## src/rtl/mhpq_pkg.sv

```systemverilog
// Package for the min-heap priority queue: operation and status codes,
// the token control struct, the controller states and the value compare.
// Depends on nothing; used by mhpq_cell and min_heap_priority_queue_core.
package mhpq_pkg;

	localparam int VAL_W = 32;
	localparam int ENT_W = 11;

	typedef enum logic {
		OP_INS = 1'b0,
		OP_REM = 1'b1
	} op_t;

	typedef enum logic [1:0] {
		ST_OK    = 2'd0,
		ST_EMPTY = 2'd1,
		ST_FULL  = 2'd2
	} status_t;

	typedef struct packed {
		logic vld;
		op_t  op;
	} ctl_t;

	typedef enum logic [2:0] {
		S_IDLE,
		S_INS,
		S_FA,
		S_FB,
		S_WAIT,
		S_RESP
	} state_t;

	function automatic logic val_less(input logic [VAL_W-1:0] a, input logic [VAL_W-1:0] b);
		return $signed(a) < $signed(b);
	endfunction

endpackage

```

## src/rtl/mhpq_cell.sv

```systemverilog
// One heap level: left and right memories for the sibling pairs of level LVL,
// a read stage and a compare stage that passes the token to the next level.
// Depends on mhpq_pkg.
module mhpq_cell #(
	parameter int CAPACITY = 1024,
	parameter int LVL = 1,
	parameter int PW = 11,
	parameter int LW = 4
) (
	input  logic                          clk,
	input  logic                          arst_n,
	input  mhpq_pkg::ctl_t                in_ctl,
	input  logic [mhpq_pkg::VAL_W-1:0]    in_val,
	input  logic [PW-1:0]                 in_idx,
	input  logic [LW-1:0]                 in_lvl,
	output mhpq_pkg::ctl_t                out_ctl,
	output logic [mhpq_pkg::VAL_W-1:0]    out_val,
	output logic [PW-1:0]                 out_idx,
	output logic [LW-1:0]                 out_lvl,
	input  logic [PW-1:0]                 count,
	input  logic                          fetch_en,
	input  logic [PW-1:0]                 fetch_idx,
	output logic [mhpq_pkg::VAL_W-1:0]    fetch_val,
	input  logic                          wb_in_en,
	input  logic [PW-1:0]                 wb_in_idx,
	input  logic [mhpq_pkg::VAL_W-1:0]    wb_in_val,
	output logic                          wb_out_en,
	output logic [PW-1:0]                 wb_out_idx,
	output logic [mhpq_pkg::VAL_W-1:0]    wb_out_val,
	output logic                          fin
);
	import mhpq_pkg::*;

	localparam int FIRST = 2 ** LVL;
	localparam int NODES = (CAPACITY - FIRST + 1 < FIRST) ? (CAPACITY - FIRST + 1) : FIRST;
	localparam int RD = (NODES + 1) / 2;
	localparam int AW = (RD > 1) ? $clog2(RD) : 1;

	logic [VAL_W-1:0] mem_l [RD];
	logic [VAL_W-1:0] mem_r [RD];
	logic [VAL_W-1:0] rdl_q, rdr_q;

	logic [AW-1:0] ins_row, sft_row, fet_row, wbi_row, rd_row, w_row;
	logic          ins_side, fet_hit, rd_en;
	logic          wl_en, wr_en;
	logic [VAL_W-1:0] w_val;

	logic          vld_s1, fet_s1, side_s1;
	op_t           op_s1;
	logic [VAL_W-1:0] val_s1;
	logic [PW-1:0] idx_s1;
	logic [LW-1:0] lvl_s1;
	logic [AW-1:0] row_s1;

	logic [VAL_W-1:0] node, best_val, own_val, nxt_val, wbo_val;
	logic [PW-1:0]    kid_l, kid_r, kid, nxt_idx;
	logic             l_ok, r_ok, take, tside, own_we, own_side, nxt_vld, wbo_en, fin_d;

	generate
		if (LVL == 1) begin : g_first
			assign ins_row  = '0;
			assign ins_side = in_idx[PW-2];
			assign sft_row  = '0;
			assign fet_row  = '0;
			assign wbi_row  = '0;
		end else begin : g_deep
			logic [LVL-1:0] ins_pos;
			assign ins_pos  = in_idx[PW-2 -: LVL];
			assign ins_row  = ins_pos[AW:1];
			assign ins_side = ins_pos[0];
			assign sft_row  = in_idx[AW-1:0];
			assign fet_row  = fetch_idx[AW:1];
			assign wbi_row  = wb_in_idx[AW:1];
		end
	endgenerate

	assign fet_hit = fetch_en && (fetch_idx[PW-1:LVL] == (PW-LVL)'(1));
	assign rd_en   = in_ctl.vld || fet_hit;
	assign rd_row  = in_ctl.vld ? ((in_ctl.op == OP_INS) ? ins_row : sft_row) : fet_row;

	always_ff @(posedge clk) begin
		if (rd_en) begin
			rdl_q <= mem_l[rd_row];
			rdr_q <= mem_r[rd_row];
		end
	end

	always_ff @(posedge clk or negedge arst_n) begin
		if (!arst_n) begin
			vld_s1 <= 1'b0;
			fet_s1 <= 1'b0;
		end else begin
			vld_s1 <= in_ctl.vld;
			fet_s1 <= fet_hit && !in_ctl.vld;
		end
	end

	always_ff @(posedge clk) begin
		op_s1   <= in_ctl.op;
		val_s1  <= in_val;
		idx_s1  <= in_idx;
		lvl_s1  <= in_lvl;
		row_s1  <= in_ctl.vld ? rd_row : fet_row;
		side_s1 <= in_ctl.vld ? ins_side : fetch_idx[0];
	end

	always_comb begin
		node      = side_s1 ? rdr_q : rdl_q;
		fetch_val = fet_s1 ? node : '0;
		kid_l     = {idx_s1[PW-2:0], 1'b0};
		kid_r     = {idx_s1[PW-2:0], 1'b1};
		l_ok      = kid_l <= count;
		r_ok      = kid_r <= count;
		best_val  = val_s1;
		take      = 1'b0;
		tside     = 1'b0;
		kid       = kid_l;
		own_we    = 1'b0;
		own_side  = side_s1;
		own_val   = val_s1;
		nxt_vld   = 1'b0;
		nxt_val   = val_s1;
		nxt_idx   = idx_s1;
		wbo_en    = 1'b0;
		wbo_val   = val_s1;
		fin_d     = 1'b0;
		if (vld_s1) begin
			if (op_s1 == OP_INS) begin
				if (lvl_s1 == LW'(LVL)) begin
					own_we = 1'b1;
					fin_d  = 1'b1;
				end else begin
					nxt_vld = 1'b1;
					if (val_less(val_s1, node)) begin
						own_we  = 1'b1;
						nxt_val = node;
					end
				end
			end else begin
				if (l_ok && val_less(rdl_q, best_val)) begin
					best_val = rdl_q;
					take     = 1'b1;
					tside    = 1'b0;
				end
				if (r_ok && val_less(rdr_q, best_val)) begin
					best_val = rdr_q;
					take     = 1'b1;
					tside    = 1'b1;
				end
				wbo_en  = 1'b1;
				wbo_val = best_val;
				kid     = tside ? kid_r : kid_l;
				if (!take) begin
					fin_d = 1'b1;
				end else if (kid > (count >> 1)) begin
					own_we   = 1'b1;
					own_side = tside;
					fin_d    = 1'b1;
				end else begin
					nxt_vld = 1'b1;
					nxt_idx = kid;
				end
			end
		end
	end

	always_comb begin
		if (wb_in_en) begin
			w_row = wbi_row;
			w_val = wb_in_val;
			wl_en = !wb_in_idx[0];
			wr_en = wb_in_idx[0];
		end else begin
			w_row = row_s1;
			w_val = own_val;
			wl_en = own_we && !own_side;
			wr_en = own_we && own_side;
		end
	end

	always_ff @(posedge clk) begin
		if (wl_en) begin
			mem_l[w_row] <= w_val;
		end
		if (wr_en) begin
			mem_r[w_row] <= w_val;
		end
	end

	always_ff @(posedge clk or negedge arst_n) begin
		if (!arst_n) begin
			out_ctl.vld <= 1'b0;
			out_ctl.op  <= OP_INS;
			wb_out_en   <= 1'b0;
			fin         <= 1'b0;
		end else begin
			out_ctl.vld <= nxt_vld;
			out_ctl.op  <= op_s1;
			wb_out_en   <= wbo_en;
			fin         <= fin_d;
		end
	end

	always_ff @(posedge clk) begin
		out_val    <= nxt_val;
		out_idx    <= nxt_idx;
		out_lvl    <= lvl_s1;
		wb_out_idx <= idx_s1;
		wb_out_val <= wbo_val;
	end

	a_tok_alone: assert property (@(posedge clk) disable iff (!arst_n)
		in_ctl.vld |-> !vld_s1 && !fet_s1)
		else $error("token entered a busy level");

	a_wb_no_clash: assert property (@(posedge clk) disable iff (!arst_n)
		wb_in_en |-> !vld_s1)
		else $error("write-back collided with a local write");

	a_hole_has_kid: assert property (@(posedge clk) disable iff (!arst_n)
		vld_s1 && op_s1 == OP_REM |-> ({1'b0, kid_l} <= {1'b0, count}))
		else $error("sift reached a level without a left child");

	a_fin_pulse: assert property (@(posedge clk) disable iff (!arst_n)
		fin |=> !fin)
		else $error("level finished twice in a row");

endmodule

```

## config.mk

```make
export PLATFORM = sky130hd
export DESIGN_NAME = mhpq_cell
export DESIGN_NICKNAME = d
export VERILOG_FILES = /design/src/rtl/mhpq_pkg.sv /design/src/rtl/mhpq_cell.sv
export SDC_FILE = /design/constraint.sdc
export NUM_CORES = 1
export LEC_CHECK = 0
export BUFFER_PORTS_ARGS = -buffer_cell sky130_fd_sc_hd__buf_2
export CAP_MARGIN = 0
export CORE_ASPECT_RATIO = 2
export CORE_MARGIN = 1
export CORE_UTILIZATION = 60
export DETAILED_ROUTE_END_ITERATION = 6
export PLACE_DENSITY = 0.88
export SYNTH_ARGS = -nofsm -noshare
export SYNTH_HDL_FRONTEND = slang
export SYNTH_SLANG_ARGS = --single-unit
```

## constraint.sdc

```tcl
create_clock -name clk -period 13.1 [get_ports clk]
set_input_delay 1.31 -clock clk [delete_from_list [all_inputs] [get_ports clk]]
set_output_delay 1.31 -clock clk [all_outputs]
set_load 0.05 [all_outputs]
```

# After elaboration in Yosys (flattened, before gate mapping)
# Memories as Yosys holds them, arrays and structs flattened. A register that Yosys moved wholly into a read port is not among the register bits.
# Index checks and enable logic that the tools add are counted.
[word_totals]
regBits = 145
mem_bits_rw = 64
input_bits = 118
output_inout_bits = 126
mem_count = 2
[mem_list]
columns = ["name", "depth", "word_bits", "rd", "rd_ports_with_merged_regs", "write_ports", "line_no", "rtl"]
rows = [
  ["mem_l", 1, 32, 1, 1, 1, "mhpq_cell.sv:39", "logic [VAL_W-1:0] mem_l [RD];"],
  ["mem_r", 1, 32, 1, 1, 1, "mhpq_cell.sv:40", "logic [VAL_W-1:0] mem_r [RD];"],
]
[op_classes]
magnitude_cmp = 6
n_eq_ne = 2
n_mux = 53
reduce_logical = 10
[ops]
columns = ["operator", "n"]
rows = [
  ["$mux 32", 13],
  ["$lt 32x32->1", 3],
  ["$mux 11", 4],
  ["$mux 1", 36],
  ["$le 11x11->1", 2],
  ["$gt 11x10->1", 1],
  ["$eq 10x1->1 const B", 1],
  ["$logic_and 1x1->1", 6],
  ["$eq 4x1->1 const B", 1],
  ["$logic_not 1->1", 3],
  ["$logic_or 1x1->1", 1],
]

# Longest topological paths before layout
# Gate-level depths: netlist of run 1.
[logic_depth]
depth_word = 21
ltp_mapped = 33
depth_no_buf = 30

# Least setup slack after synthesis of run 1
# No wires, ideal clock.
[synth_timing]
path_type = "input port to flip-flop"
from = "input count[6]"
to = "memory mem_l[0][0] (enable)"
setup_time_ns = 0.394
arrival_time_ns = 6.718
required_time_ns = 12.706
setup_slack_ns = 5.988
stages = 30
path_cell_list = "inv_1 > ha_1 > a21oi_1 > o21ai_0 > a21oi_1 > a2bb2oi_4 > nor2_2 > buf_6 > mux2i_1 > ha_1 > and4_1 > nand3_1 > nor4_1 > o21ai_0 > o211a_1 > o21a_1 > a31oi_4 > buf_6 > buf_6 > ha_1 > nor2b_1 > o21a_1 > o21a_1 > o21a_1 > o21ai_0 > a21oi_1 > and2_1 > inv_1 > a2bb2oi_1 > a32o_1"
[synth_between]
elab_chain_len = 21
elab_cells_between_ends = 30
cone_classes = "order compare (4); mux (22); reduce/logical (4)"
[synth_lines]
columns = ["element", "line_no", "rtl"]
rows = [
  ["start: declaration", "mhpq_cell.sv:20", "input logic [PW-1:0] count,"],
  ["$le 11x11->1", "mhpq_cell.sv:112", "l_ok = kid_l <= count;"],
  ["$logic_and 1x1->1", "mhpq_cell.sv:140", "if (l_ok && val_less(rdl_q, best_val)) begin"],
  ["$mux 32", "mhpq_cell.sv:140", ""],
  ["$mux 32", "mhpq_cell.sv:128", "if (op_s1 == OP_INS) begin"],
  ["$mux 32", "mhpq_cell.sv:127", "if (vld_s1) begin"],
  ["$lt 32x32->1", "mhpq_pkg.sv:35", "return $signed(a) < $signed(b);"],
  ["$logic_and 1x1->1", "mhpq_cell.sv:145", "if (r_ok && val_less(rdr_q, best_val)) begin"],
  ["$mux 1", "mhpq_cell.sv:145", ""],
  ["(+6 left out)", "--", ""],
  ["$mux 1", "mhpq_cell.sv:128", ""],
  ["$mux 1", "mhpq_cell.sv:127", ""],
  ["$logic_not 1->1", "mhpq_cell.sv:176", "wl_en = own_we && !own_side;"],
  ["$logic_and 1x1->1 *", "mhpq_cell.sv:176", ""],
  ["$mux 1 *", "mhpq_cell.sv:168", "if (wb_in_en) begin"],
  ["via wl_en", "mhpq_cell.sv:45", "logic wl_en, wr_en;"],
  ["$mux 1 *", "mhpq_cell.sv:182", "if (wl_en) begin"],
  ["$mux 1 (implied by the code) *", "mhpq_cell.sv:183", "mem_l[w_row] <= w_val;"],
  ["end: declaration", "mhpq_cell.sv:39", ""],
]
# The timed path passes the listed nets; every way through them passes the cells marked *. The select of a mux whose other input is x is not followed.

# Worst setup path in the final report of run 1
[layout_timing]
from = "register val_s1[2], in the netlist own_val[2]"
to = "memory mem_r[0][2] (enable)"
[layout_between]
elab_chain_len = 20
elab_cells_between_ends = 31
cone_classes = "order compare (4); mux (24); reduce/logical (3)"
[layout_lines]
columns = ["element", "line_no", "rtl"]
rows = [
  ["start: declaration", "mhpq_cell.sv:50", "logic [VAL_W-1:0] val_s1;"],
  ["start signal: assignment", "mhpq_cell.sv:100", "val_s1 <= in_val;"],
  ["$lt 32x32->1", "mhpq_pkg.sv:35", ""],
  ["$logic_and 1x1->1", "mhpq_cell.sv:140", ""],
  ["$mux 32", "mhpq_cell.sv:140", ""],
  ["$mux 32", "mhpq_cell.sv:128", ""],
  ["$mux 32", "mhpq_cell.sv:127", ""],
  ["$lt 32x32->1", "mhpq_pkg.sv:35", ""],
  ["$logic_and 1x1->1", "mhpq_cell.sv:145", ""],
  ["$mux 1", "mhpq_cell.sv:145", ""],
  ["(+5 left out)", "--", ""],
  ["$mux 1", "mhpq_cell.sv:153", "if (!take) begin"],
  ["$mux 1", "mhpq_cell.sv:128", ""],
  ["$mux 1", "mhpq_cell.sv:127", ""],
  ["$logic_and 1x1->1 *", "mhpq_cell.sv:177", "wr_en = own_we && own_side;"],
  ["$mux 1 *", "mhpq_cell.sv:168", ""],
  ["via wr_en", "mhpq_cell.sv:45", ""],
  ["$mux 1 *", "mhpq_cell.sv:185", "if (wr_en) begin"],
  ["$mux 1 (implied by the code) *", "mhpq_cell.sv:186", "mem_r[w_row] <= w_val;"],
  ["end: declaration", "mhpq_cell.sv:40", ""],
]
# Marks and branches as above.

==> impl_metrics.yaml, run 1 <==
clocking:
  postCtsSetupRepairBufs: 0
  path_clk_slew_ns: 0.07
  cts_buffers: 23
  cts_max_path_buffers: 3
  ctsHoldBuffers: 0
  ctsRootBufferMaster: "clkbuf_16"
  htree_levels: 1
  clock-sinks: 273
  cts_tree: "built"
  ctsResizeCount: 0
  clk_latency_ns: 0.53
floorplanning:
  dieWidth_microns: 103
  coreArea_sq_um: 20000
  start_util_pct: 61.4
  die-area_sq_um: 21100
  placement_rows: 73
  io_pins: 244
  die_y_microns: 204
global_route:
  grt_overflow_total: 0
  grt_util_met1_pct: 29.3
  gr-max-usage-layer: "met2"
  grt_use_met2_pct: 55.1
  antenna_found_initial: 1
  grt_usage_pct: 29.9
  grt_first_pass_wirelength_microns: 46500
  grt_max_degree: 68
  gr-usage-met3_pct: 4.41
  grt_pass1_vias: 9204
final_layout:
  diodes: 0
  area_delta_synth_final_pct: 17.7
  fillers: 1336
  nNetsFinal: 1462
  drive_gt1_share_pct: 26.0
route:
  drc: 0
  viasPerCell: 5.77
  drtAntennaViolNets: 0
  dr.pass1.iters: 5
  avgRoutedWirePerCell_microns: 20.4
  drt-initial-drc-count: 447
  wl_microns: 30700
  vias: 8707
setup_path:
  cp.arrival_ns: 7.94
  start_kind: "flop"
  crit_slowest_cell: "buf_4"
  worst_setup_path_end_kind: "flop"
  crit_required_ns: 13.25
  crit_path_max_incr_delay_ns: 0.51
  critPathMaxFanout: 32
  cpMostUsedCell: "o21a_1"
  path_class: "flop to flop"
synthesis:
  synth_area_leaders: "edfxtp_1 (31%), dfxtp_1 (23%), ha_1 (12%)"
  synthArstFlopShare_pct: 2.20
  ys_dominant_reg_cell: "dfxtp_1"
  yosysSeqAreaShare_pct: 55.2
  synthTopCellsByCount: "dfxtp_1 (139), edfxtp_1 (128), mux2i_1 (127)"
  syn_inst: 991
  synth_top_area_cell: "edfxtp_1"
  ys_ff_latch: 273
  yosysMostFrequentCell: "dfxtp_1"
  synth_nets: 1223
  synthDominantCellAreaShare_pct: 31.3
  ys_warn_count: 0
  synth_edf_count: 128
  syn-cell-area_sq_um: 12300
  syn_avg_cell_area_sq_um: 12.4
  synth_cell_types: 62
pwr:
  p_leak_nw: 6.90
  power_density_nw_per_um2: 150
  ir_drop_mv: 0.129
  p_sw_share_pct: 29.8
  comb_power_share_pct: 21.6
  power_frac_seq_pct: 46.0
  p_clk_share_pct: 32.4
  p_sw_mw: 0.647
  internal_power_mw: 1.52
sta:
  slew_headroom_pct: 17.2
  final-setup-viol-count: 0
  finalCritPeriodShare_pct: 59.5
  worst_pin_slew_ns: 1.24
  fin_tns_setup_ns: 0
  skew_ns: 0.0151
  fmax_mhz: 128
  min_period_ns: 7.79
  hold_ws_ns: 0.350
  finalHoldViolCount: 0
  slew_viol_final: 0
  rsz0062_at_grt: "no"
min_path:
  hp-class: "flop to flop"
run_status:
  status: "finished, final reports clean"
run:
  max-cap-violations: 0
place:
  place.gp.congestion: 0.892
  hpwl_microns: 22200
  io_buffers: 233
-- final timing paths --
kind                                  from             end  slack, ns  cells after the start
worst max-delay path            own_val[2]     mem_r[0][2]       5.31                     31
worst min-delay path            idx_s1[10]  wb_out_idx[10]       0.35                      0
worst max register to register  own_val[2]     mem_r[0][2]       5.31                     31
worst min register to register  idx_s1[10]  wb_out_idx[10]       0.35                      0
max in group asynchronous           arst_n          fet_s1      12.32                      1
min in group asynchronous           arst_n       wb_out_en       0.61                      1
-- placed cells by master, fill, tap and decap left out, types with 10 or more instances in the layout --
master     instances
a21oi_1           38
mux2_2            33
nand4_1           13
nand2_1           59
nor2_1            21
nor2b_1           37
dfxtp_1          138
inv_1             83
buf_2            233
mux2i_1          127
nand3_1           14
o21ai_0           56
edfxtp_1         128
o21a_1            10
clkbuf_16         25
ha_1             114
-- sequential cells by signal (all words and copies together), names as in the netlist, 11 cells and up --
register and count:
mem_l 32, mem_r 32, out_val 32, own_val 32, rdl_q 32, rdr_q 32, wb_out_val 32, idx_s1 11
out_idx 11, wb_out_idx 11
-- kinds of logic after synthesis --
logic type,after synthesis,share of synthesized area [%]
XOR/XNOR,1,0.0714
multiplexers,167,14.0
AND/OR/NAND/NOR,176,7.39
adder cells (fa/ha/maj),114,11.6
flip-flops,273,55.2
buffers and inverters,112,3.97
AO/OA/AOI/OAI,148,7.71
-- worst max-delay path, delay by kind of cell (launching register included) --
kind | cells | cell delay, ns
DFF | 1 | 0.40
AOI/OAI and AO/OA | 16 | 3.22
adders and majority gates | 3 | 0.80
and+or+nand+nor | 7 | 1.56
muxes | 1 | 0.18
buffers and inverters | 3 | 1.09
xor gates and xnor gates | 1 | 0.13
-- power groups by stage --
| stage | combinational (mW) | clock, mW | sequential [mW] |
|---|---|---|---|
| after floorplan | 0.237 | 0 | 1.11 |
| after global placement | 0.454 | 0 | 1.01 |
| after detailed placement | 0.466 | 0 | 1.02 |
| after CTS | 0.469 | 0.714 | 0.998 |
| after global routing | 0.506 | 0.742 | 1.00 |
| final | 0.470 | 0.703 | 0.999 |
-- layout make-up --
class	instances	area (sq um)	share of cell area, %
clock buffer	30	664	4.60
timing repair buffer	242	1230	8.54
clock inverter	11	110	0.762
multi-input combinational	606	5020	34.8
inverter	84	315	2.18
tap	262	328	2.27
sequential	273	6780	46.9
-- through the flow --
step | instances | power, mW | area [sq um] | worst slack (ns) | utilization [%]
finish | 1508 | 2.17 | 14500 | 5.31 | 72.2
detailed placement | 1467 | 1.48 | 13700 | 5.15 | 68.4
CTS | 1508 | 2.18 | 14500 | 5.32 | 72.2
floorplan | 991 | 1.35 | 12300 | 5.99 | -
global placement | 1467 | 1.47 | 13700 | 5.26 | 68.4
global route | 1508 | 2.25 | 14500 | 4.86 | 72.2
-- metal layers --
metal | part of all wire (%) | up-vias
met3 | 5.6 | 119
met2 | 54 | 365
li1 | - | 4056
met4 | 6.7 | 0
met1 | 34 | 4167
met5 | 0 | -
Note: power is estimated with default switching activity, not from simulation.
==> run 2: changes to the inputs <==
Settings changed: CORE_UTILIZATION 60 to 55, PLACE_DENSITY 0.88 to 0.82.
Clock period 13.1 ns to 8.1 ns, I/O delays scaled along.
==> run 2 against run 1 <==
Non-clock buffer count up 3. Die area increased by 9.0%. Final cell count is 1.3% higher. Highest routed layer unchanged. Sequential share of layout area down 0.089 points. Clock skew down 0.0029 ns. Critical endpoint is now mem_l[0][10]. Fmax grew 8.9%. Global-route usage fell by 3.6 points. Clock-buffer cell count increased by 5. Via count down 2.1%. Clock power increased by 55%.
==> impl_metrics.yaml, run 2 (synthesis gave the netlist of run 1 again) <==
sta:
  worst_pin_slew_ns: 1.14
  slew_headroom_pct: 24.3
  fmax_mhz: 140
  fin_tns_setup_ns: 0
  hold_ws_ns: 0.104
  finalCritPeriodShare_pct: 88.3
  slew_viol_final: 0
  skew_ns: 0.0122
  min_period_ns: 7.15
  rsz0062_at_grt: "no"
  final-setup-viol-count: 0
  finalHoldViolCount: 0
clocking:
  clock-sinks: 273
  cts_tree: "built"
  path_clk_slew_ns: 0.07
  ctsRootBufferMaster: "clkbuf_16"
  ctsHoldBuffers: 0
  ctsResizeCount: 0
  cts_max_path_buffers: 3
  cts_buffers: 24
  htree_levels: 1
  clk_latency_ns: 0.53
  postCtsSetupRepairBufs: 0
setup_path:
  cpMostUsedCell: "o21a_1"
  worst_setup_path_end_kind: "flop"
  critPathMaxFanout: 19
  crit_buf_inv: 2
  critPathTopFamily: "compound AO/OA/AOI/OAI gates"
  crit_required_ns: 8.29
  crit_slowest_cell: "edfxtp_1"
  start_kind: "flop"
  crit_path_max_incr_delay_ns: 0.44
  path_class: "flop to flop"
  cp.arrival_ns: 7.35
global_route:
  grt_pass1_vias: 8774
  grt_overflow_total: 0
  grt_first_pass_wirelength_microns: 45100
  grt_max_degree: 68
  antenna_found_initial: 0
  grt_usage_pct: 26.3
route:
  drc: 0
  avgRoutedWirePerCell_microns: 19.8
  viasPerCell: 5.58
  wl_microns: 30200
  vias: 8523
  dr.pass1.iters: 4
  drt-initial-drc-count: 395
  drtAntennaViolNets: 0
min_path:
  hp-class: "input pin to asynchronous set/reset pin"
run:
  max-cap-violations: 0
final_layout:
  diodes: 0
  final_cell_mix: "buf_2 (233), dfxtp_1 (138), edfxtp_1 (128), mux2i_1 (127), ha_1 (114)"
  area_delta_synth_final_pct: 18.0
  layout_commonest_cell: "buf_2"
  finish.utilization_pct: 65.9
  seqCellArea_sq_um: 6780
  nNetsFinal: 1466
  drive_gt1_share_pct: 25.7
  multi_input_area_sq_um: 5020
  fillers: 1691
floorplanning:
  dieWidth_microns: 108
  start_util_pct: 55.9
  die_y_microns: 213
  io_pins: 244
  die-area_sq_um: 23000
  placement_rows: 77
  coreArea_sq_um: 22000
place:
  hpwl_microns: 22200
  place.gp.congestion: 0.913
  io_buffers: 233
pwr:
  power_density_nw_per_um2: 240
  ir_drop_mv: 0.215
  p_leak_nw: 6.88
run_status:
  status: "finished, final reports clean"
run 2: changes by cell type in the layout (fill, tap and decap cells not counted):
cell / delta
buf_12: +1
buf_4: +2
bufinv_16: -2
clkbuf_1: +5
clkbuf_16: +2
clkbuf_8: -2
clkinv_1: +2
clkinv_2: -3
clkinvlp_4: +3
inv_4: -2
inv_6: -1
run 2: path summary, 6_finish.rpt:
| check | from | to | slack, ns | cells past startpoint |
|---|---|---|---|---|
| setup reg to reg | rdl_q[2] | mem_l[0][10] | 0.95 | 31 |
| min in group clk | lvl_s1[1] | out_lvl[1] | 0.35 | 0 |
| hold / removal | arst_n | wb_out_en | 0.10 | 1 |
| setup / recovery | rdl_q[2] | mem_l[0][10] | 0.95 | 31 |
| max in group asynchronous | arst_n | out_ctl[0] | 7.85 | 1 |
| hold reg to reg | lvl_s1[1] | out_lvl[1] | 0.35 | 0 |
run 2: report_power, final:
group | internal, mW | leakage [nW] | switching, mW
Sequential | 1.56 | 2.49 | 0.0574
Clock | 0.606 | 0.355 | 0.489
Combinational | 0.261 | 4.04 | 0.495
Total | 2.43 | 6.88 | 1.04
run 2: cell type report:
cell class                 instances  share of cell area [%]
clock buffer                      35                    4.87
clock inverter                     8                   0.302
inverter                          84                    2.18
multi-input combinational        606                    34.7
sequential                       273                    46.8
tap                              276                    2.39
timing repair buffer             245                    8.76
run 2: metal layers:
metal,track usage (%),vias up,part of all wire [%]
met5,0,-,0
met4,16.1,0,5.8
met3,3.91,96,5.0
met2,51.0,298,55
met1,25.3,4059,34
li1,-,4070,-
run 2: per-stage QoR:
stage | power (mW) | std cells | worst slack (ns) | instance area, sq um
floorplan | 2.18 | 991 | 1.38 | 12300
global route | 3.60 | 1527 | 0.568 | 14500
global placement | 2.38 | 1484 | 1.04 | 13700
CTS | 3.49 | 1527 | 0.879 | 14500
finish | 3.47 | 1527 | 0.948 | 14500
detailed placement | 2.40 | 1484 | 0.954 | 13700
